`src/design/lgge_pkg.sv`:
```
`timescale 1ns / 1ps

package lgge_pkg;

    localparam int GRID_WIDTH_DEF  = 64;
    localparam int GRID_HEIGHT_DEF = 64;

    localparam int KIND_W  = 2;
    localparam int COORD_W = 6;

    localparam logic [KIND_W-1:0] KIND_WRITE   = 2'd0;
    localparam logic [KIND_W-1:0] KIND_READ    = 2'd1;
    localparam logic [KIND_W-1:0] KIND_ADVANCE = 2'd2;

endpackage

```
`src/design/life_grid_generation_engine.sv`:
```
`timescale 1ns / 1ps

// life grid engine, rule b3/s23, on a grid of GRID_WIDTH x GRID_HEIGHT cells
// input channel s_*: one word per operation (write cell, read cell, advance a
// generation); result channel m_*: exactly one word per input word, in order
// sequence: write, read and the unused kind pass through the access state and
// the done state before m_valid rises; advance passes through the generation
// state, where the row sequencer streams one row per cycle through the read
// port of the row memory and writes the new row two rows behind through the
// write port, and then the done state; no new input word is accepted until
// the previous result has gone to the output register
// reset: aresetn low synchronously; afterwards a clearing pass writes every
// row dead, and s_ready stays low until it ends
// stall: a finished word waits in the output register while the next input
// word is accepted; a further result waits inside the block until the output
// register drains, and s_ready stays low meanwhile
// cells outside the grid are dead; writes outside it are dropped and reads
// there return 0
module life_grid_generation_engine #(
    parameter int GRID_WIDTH  = lgge_pkg::GRID_WIDTH_DEF,
    parameter int GRID_HEIGHT = lgge_pkg::GRID_HEIGHT_DEF
) (
    input  logic                         aclk,
    input  logic                         aresetn,
    input  logic                         s_valid,
    output logic                         s_ready,
    input  logic [lgge_pkg::KIND_W-1:0]  s_kind,
    input  logic [lgge_pkg::COORD_W-1:0] s_col,
    input  logic [lgge_pkg::COORD_W-1:0] s_row,
    input  logic                         s_live_in,
    output logic                         m_valid,
    input  logic                         m_ready,
    output logic                         m_cell_live,
    output logic                         m_done_res
);
    import lgge_pkg::*;

    localparam int CW   = $clog2(GRID_WIDTH);
    localparam int RW   = $clog2(GRID_HEIGHT);
    localparam int CNTW = $clog2(GRID_HEIGHT + 2);

    typedef enum logic [4:0] {
        ST_CLEAR  = 5'b00001,
        ST_IDLE   = 5'b00010,
        ST_ACCESS = 5'b00100,
        ST_GEN    = 5'b01000,
        ST_DONE   = 5'b10000
    } state_t;

    typedef logic [GRID_WIDTH-1:0] row_t;

    function automatic row_t next_row(input row_t up, input row_t cur, input row_t dn);
        logic [GRID_WIDTH+1:0] up_p;
        logic [GRID_WIDTH+1:0] cur_p;
        logic [GRID_WIDTH+1:0] dn_p;
        logic [3:0]            n;
        row_t                  res;
        up_p  = {1'b0, up, 1'b0};
        cur_p = {1'b0, cur, 1'b0};
        dn_p  = {1'b0, dn, 1'b0};
        res   = '0;
        for (int c = 0; c < GRID_WIDTH; c++) begin
            n = 4'(up_p[c]) + 4'(up_p[c+1]) + 4'(up_p[c+2])
              + 4'(cur_p[c]) + 4'(cur_p[c+2])
              + 4'(dn_p[c]) + 4'(dn_p[c+1]) + 4'(dn_p[c+2]);
            res[c] = cur[c] ? (n == 4'd2 || n == 4'd3) : (n == 4'd3);
        end
        return res;
    endfunction

    state_t          state_reg, state_next;
    logic [KIND_W-1:0] kind_reg, kind_next;
    logic [CW-1:0]   col_reg, col_next;
    logic [RW-1:0]   row_reg, row_next;
    logic            live_reg, live_next;
    logic            in_grid_reg, in_grid_next;
    logic [CNTW-1:0] cnt_reg, cnt_next;
    row_t            up_reg, up_next;
    row_t            cur_reg, cur_next;
    logic            res_reg, res_next;
    logic            m_valid_reg, m_valid_next;
    logic            m_live_reg, m_live_next;

    row_t            mem [GRID_HEIGHT];
    row_t            rd_data_reg;
    logic            mem_we;
    logic [RW-1:0]   mem_waddr;
    row_t            mem_wdata;
    logic            mem_re;
    logic [RW-1:0]   mem_raddr;

    logic            in_grid;
    logic            s_fire;
    logic            out_free;
    logic [CNTW-1:0] cnt_inc;
    logic [CNTW-1:0] cnt_dec;
    row_t            down;
    row_t            mod_row;

    assign s_ready     = (state_reg == ST_IDLE);
    assign s_fire      = s_valid && s_ready;
    assign m_valid     = m_valid_reg;
    assign m_cell_live = m_live_reg;
    assign m_done_res  = 1'b1;
    assign out_free    = !m_valid_reg || m_ready;

    assign in_grid = ({1'b0, s_col} < 7'(GRID_WIDTH))
                  && ({26'd0, s_row} < 32'(GRID_HEIGHT));

    assign cnt_inc = cnt_reg + CNTW'(1);
    assign cnt_dec = cnt_reg - CNTW'(1);
    assign down    = (cnt_reg < CNTW'(GRID_HEIGHT)) ? rd_data_reg : '0;

    always_comb begin
        mod_row          = rd_data_reg;
        mod_row[col_reg] = live_reg;
    end

    always_comb begin
        state_next   = state_reg;
        kind_next    = kind_reg;
        col_next     = col_reg;
        row_next     = row_reg;
        live_next    = live_reg;
        in_grid_next = in_grid_reg;
        cnt_next     = cnt_reg;
        up_next      = up_reg;
        cur_next     = cur_reg;
        res_next     = res_reg;
        m_valid_next = m_valid_reg && !m_ready;
        m_live_next  = m_live_reg;
        mem_we       = 1'b0;
        mem_waddr    = '0;
        mem_wdata    = '0;
        mem_re       = 1'b0;
        mem_raddr    = '0;

        unique case (state_reg)
            ST_CLEAR: begin
                mem_we    = 1'b1;
                mem_waddr = cnt_reg[RW-1:0];
                cnt_next  = cnt_inc;
                if (cnt_reg == CNTW'(GRID_HEIGHT - 1)) begin
                    state_next = ST_IDLE;
                end
            end
            ST_IDLE: begin
                if (s_fire) begin
                    kind_next    = s_kind;
                    col_next     = CW'(s_col);
                    row_next     = RW'(s_row);
                    live_next    = s_live_in;
                    in_grid_next = in_grid;
                    cnt_next     = '0;
                    if (s_kind == KIND_ADVANCE) begin
                        mem_re     = 1'b1;
                        state_next = ST_GEN;
                    end else begin
                        mem_re     = in_grid;
                        mem_raddr  = RW'(s_row);
                        state_next = ST_ACCESS;
                    end
                end
            end
            ST_ACCESS: begin
                res_next = 1'b0;
                if (kind_reg == KIND_WRITE && in_grid_reg) begin
                    mem_we    = 1'b1;
                    mem_waddr = row_reg;
                    mem_wdata = mod_row;
                end
                if (kind_reg == KIND_READ && in_grid_reg) begin
                    res_next = rd_data_reg[col_reg];
                end
                state_next = ST_DONE;
            end
            ST_GEN: begin
                res_next = 1'b0;
                if (cnt_inc < CNTW'(GRID_HEIGHT)) begin
                    mem_re    = 1'b1;
                    mem_raddr = cnt_inc[RW-1:0];
                end
                if (cnt_reg == '0) begin
                    up_next  = '0;
                    cur_next = rd_data_reg;
                end else begin
                    mem_we    = 1'b1;
                    mem_waddr = cnt_dec[RW-1:0];
                    mem_wdata = next_row(up_reg, cur_reg, down);
                    up_next   = cur_reg;
                    cur_next  = down;
                end
                cnt_next = cnt_inc;
                if (cnt_reg == CNTW'(GRID_HEIGHT)) begin
                    state_next = ST_DONE;
                end
            end
            ST_DONE: begin
                if (out_free) begin
                    m_valid_next = 1'b1;
                    m_live_next  = res_reg;
                    state_next   = ST_IDLE;
                end
            end
            default: begin
                state_next = ST_CLEAR;
            end
        endcase
    end

    always_ff @(posedge aclk) begin
        if (!aresetn) begin
            state_reg   <= ST_CLEAR;
            cnt_reg     <= '0;
            m_valid_reg <= 1'b0;
        end else begin
            state_reg   <= state_next;
            cnt_reg     <= cnt_next;
            m_valid_reg <= m_valid_next;
        end
    end

    always_ff @(posedge aclk) begin
        kind_reg    <= kind_next;
        col_reg     <= col_next;
        row_reg     <= row_next;
        live_reg    <= live_next;
        in_grid_reg <= in_grid_next;
        up_reg      <= up_next;
        cur_reg     <= cur_next;
        res_reg     <= res_next;
        m_live_reg  <= m_live_next;
    end

    // row memory, one write port and one registered read port
    always_ff @(posedge aclk) begin
        if (mem_we) begin
            mem[mem_waddr] <= mem_wdata;
        end
        if (mem_re) begin
            rd_data_reg <= mem[mem_raddr];
        end
    end

endmodule
```
`config.mk`:
```
export PLATFORM = sky130hd
export DESIGN_NAME = life_grid_generation_engine
export DESIGN_NICKNAME = d
export VERILOG_FILES = /design/src/design/lgge_pkg.sv /design/src/design/life_grid_generation_engine.sv
export SDC_FILE = /design/constraint.sdc
export NUM_CORES = 2
export LEC_CHECK = 0
export BUFFER_PORTS_ARGS = -buffer_cell sky130_fd_sc_hd__buf_2
export CAP_MARGIN = 10
export CORE_MARGIN = 4
export CORE_UTILIZATION = 39
export DETAILED_ROUTE_END_ITERATION = 10
export GPL_ROUTABILITY_DRIVEN = 0
export PLACE_DENSITY = 0.63
export SETUP_SLACK_MARGIN = 0.3
export SYNTH_ARGS = -nofsm -noshare
export SYNTH_HDL_FRONTEND = slang
export SYNTH_SLANG_ARGS = --single-unit
```
`constraint.sdc`:
```
create_clock -name aclk -period 18.4 [get_ports aclk]
set_input_delay 1.84 -clock aclk [delete_from_list [all_inputs] [get_ports aclk]]
set_output_delay 1.84 -clock aclk [all_outputs]
set_load 0.01 [all_outputs]
```
==> flow_summary.yaml <==
outcome:
  status: "completed"
die:
  design.die.area_sq_mm: 0.481
  die_x_um: 694
  coreArea_sq_mm: 0.468
  die_h_um: 694
  io_pins: 23
  rows: 251
  floorplan.initialDensity_pct: 39.2
synthesis:
  synthFlopType: "edfxtp_1"
  syn_area_sq_mm: 0.183
  synth_fp_nets: 14400
  synth_area_leader_cell: "edfxtp_1"
  synth_top_family_by_area: "simple AND/OR/NAND/NOR gates"
  synthCells: 14000
  synth-simple-area-share_pct: 13.6
  yosys-mux-area-fraction_pct: 2.33
  synth_cell_types: 84
  synth_area_per_cell_sq_um: 13.1
  synthAdderAreaFrac_pct: 4.06
  synth_async_sr_flop_share_pct: 0
  synth_area_leaders: "edfxtp_1 (71%), nand2_1 (7.1%), nand3_1 (4.8%), fa_1 (2.8%), mux2i_1 (2.3%)"
  synth_compound_gate_area_share_pct: 6.17
  ys_ff_latch: 4318
  yosysWarningCount: 0
  synth_xor_area_share_pct: 0.0239
  seq_area_frac_synth_pct: 70.7
  synth_edf_count: 4305
  synth_top_area_share_pct: 70.5
critical_path:
  reg2reg_slack_ps: 11320
  crit_required_ps: 19010
  path_max_fanout: 34
  cp.depth: 10
  crit_type: "flop to flop"
  arrival_ps: 7690
  cp_common_cell: "buf_4"
  crit_chain: "or3_1, nor4b_2, buf_4, nand2b_1, o21ai_0, a222oi_1, nand3b_1, nor2_4, buf_4, buf_4"
  slowest_delay_ps: 1150
  critPathLaunchType: "flop"
  crit_path_end_kind: "flop"
  crit_family: "simple AND/OR/NAND/NOR gates"
  slowest_stage: "nor2_4"
  rr_worst_depth: 10
  crit_buf_inv: 3
finish:
  syn_to_final_growth_pct: 12.1
  final_cells: 20500
  regMostFlops: "mem"
  drive_above_1_share_pct: 8.24
  layout.cells.most_common: "edfxtp_1"
  largest_register_ffs: 4096
  mostFrequentLayoutCells: "edfxtp_1 (4305), nand2_1 (3447), nand3_1 (1774)"
  final_nets: 14400
clock_network:
  cts_root_buffer: "clkbuf_16"
  clockBufferDepth: 4
  cts_hold_repair.buffers: 0
  cts_buffers: 430
  ctsResizeCount: 0
  tritoncts: "built"
  post_cts_buffers: 0
  htreeDepth: 5
  clk_pin_slew_ps: 60
  clk_latency_ps: 1040
  clock-sinks: 4318
hold_path:
  min_path_cells: 0
  hp-class: "flop to flop"
power_and_ir_drop:
  powerDensity_mw_per_mm2: 94.9
  report.power.total_mw: 19.5
  ir_worst_vdd_mv: 0.0829
  p_leak_nw: 74.6
place:
  dp.final_hpwl_mm: 331
  port_buffers: 21
  post-place-cells: 19700
timing:
  fin_crit_sh_pct: 38.5
  final-max-slew-violation-count: 0
  finClkSkew_ps: 93.3
  final_hold_viol_count: 0
  setup_viol: 0
  grt_setup_unrepaired: "no"
  period_minus_slack_ps: 7080
  fmax_ghz: 0.141
  slew_headroom_pct: 11.2
  tns_ps: 0
  worst_pin_slew_ps: 1330
global_routing:
  grt_pass1_wl_mm: 862
  grt_usage_pct: 24.8
  antenna_found_initial: 22
  grt_pass1_vias: 114000
  grt_overflow: 0
  grt_start_max_net_pins: 159
routing:
  routed_wl_mm: 614
  drc: 0
  post_drt_wl_per_cell_um: 30.0
  route.vias.total: 123000
  drt_iter0_markers: 18600
  ant_nets: 0
  vias_per_cell: 5.99
  drtPass1Iterations: 8
run:
  maxCapViolCount: 0
worst register-to-register path, cell delays in order (launching register included):
cell	delay (ps)
dfxtp_1	440
or3_1	500
nor4b_2	280
buf_4	520
nand2b_1	570
o21ai_0	200
a222oi_1	800
nand3b_1	780
nor2_4	1150
buf_4	620
buf_4	740
logic make-up after synthesis:
| logic type | count (synthesis) |
|---|---|
| simple gates | 5805 |
| xor+xnor | 5 |
| flops | 4318 |
| mux | 427 |
| other cells | 1 |
| compound gates | 1627 |
| buf+inv | 1340 |
| fa+ha+maj | 443 |
through the flow:
stage	hold slack (ps)	utilization [%]	setup WS (ps)	instance area [sq um]
floorplan	400	-	11520	183000
global placement	482	41.0	11300	192000
detailed placement	485	41.0	11310	192000
CTS	499	43.9	11490	205000
global route	493	43.9	11110	205000
finish	496	43.9	11320	205000
layout make-up:
cell class / instances / area [sq um]
inverters: 457 / 1720
multi-input cells: 8308 / 49500
diodes: 10 / 25.0
clock inverters: 262 / 2470
clock buffers: 516 / 11100
flip-flops and latches: 4318 / 130000
well taps: 6198 / 7750
fillers: 41600 / 263000
repair buffers: 404 / 3270
synthesized netlist by cell type (14+ instances only):
library cell / count
a221o_1: 25
a211oi_1: 105
o221ai_1: 54
buf_2: 456
a22oi_1: 28
a21oi_1: 408
a2111oi_0: 21
o2111ai_1: 74
buf_4: 40
a32o_1: 27
a221oi_1: 75
nand3_1: 1776
edfxtp_1: 4305
a31oi_1: 144
nand2b_1: 52
o21ai_0: 233
mux2i_1: 427
nor2b_1: 53
buf_1: 89
a311oi_1: 147
a21o_1: 20
nor3_1: 30
nand2_1: 3449
o21a_1: 15
fa_1: 252
a21boi_0: 33
a22o_1: 32
o22ai_1: 27
a311o_1: 14
clkbuf_1: 295
a32oi_1: 77
nand4_1: 38
ha_1: 191
nor2_1: 214
and3_1: 137
inv_1: 456
final timing paths:
check                          start               endpoint
max          cnt_reg[2]$_SDFFE_PN0P_  mem[33][14]$_DFFE_PP_
min            res_reg$_SDFFCE_PP0P_  m_cell_live$_DFFE_PP_
max reg2reg  cnt_reg[2]$_SDFFE_PN0P_  mem[33][14]$_DFFE_PP_
min reg2reg    res_reg$_SDFFCE_PP0P_  m_cell_live$_DFFE_PP_
per-layer routing:
layer  up-vias  share of wire (%)  GRT usage [%]
li1      51200                  -              -
met1     61900                 38           34.4
met2      7921                 43           37.1
met3      1450                 13           6.18
met4        10                4.9           10.4
met5         -              0.011              0
power by group:
group	switching [mW]	internal, mW
Clock	3.83	4.78
Combinational	0.130	0.0447
Sequential	0.00981	10.7
Power figures use the tool's default switching activity.
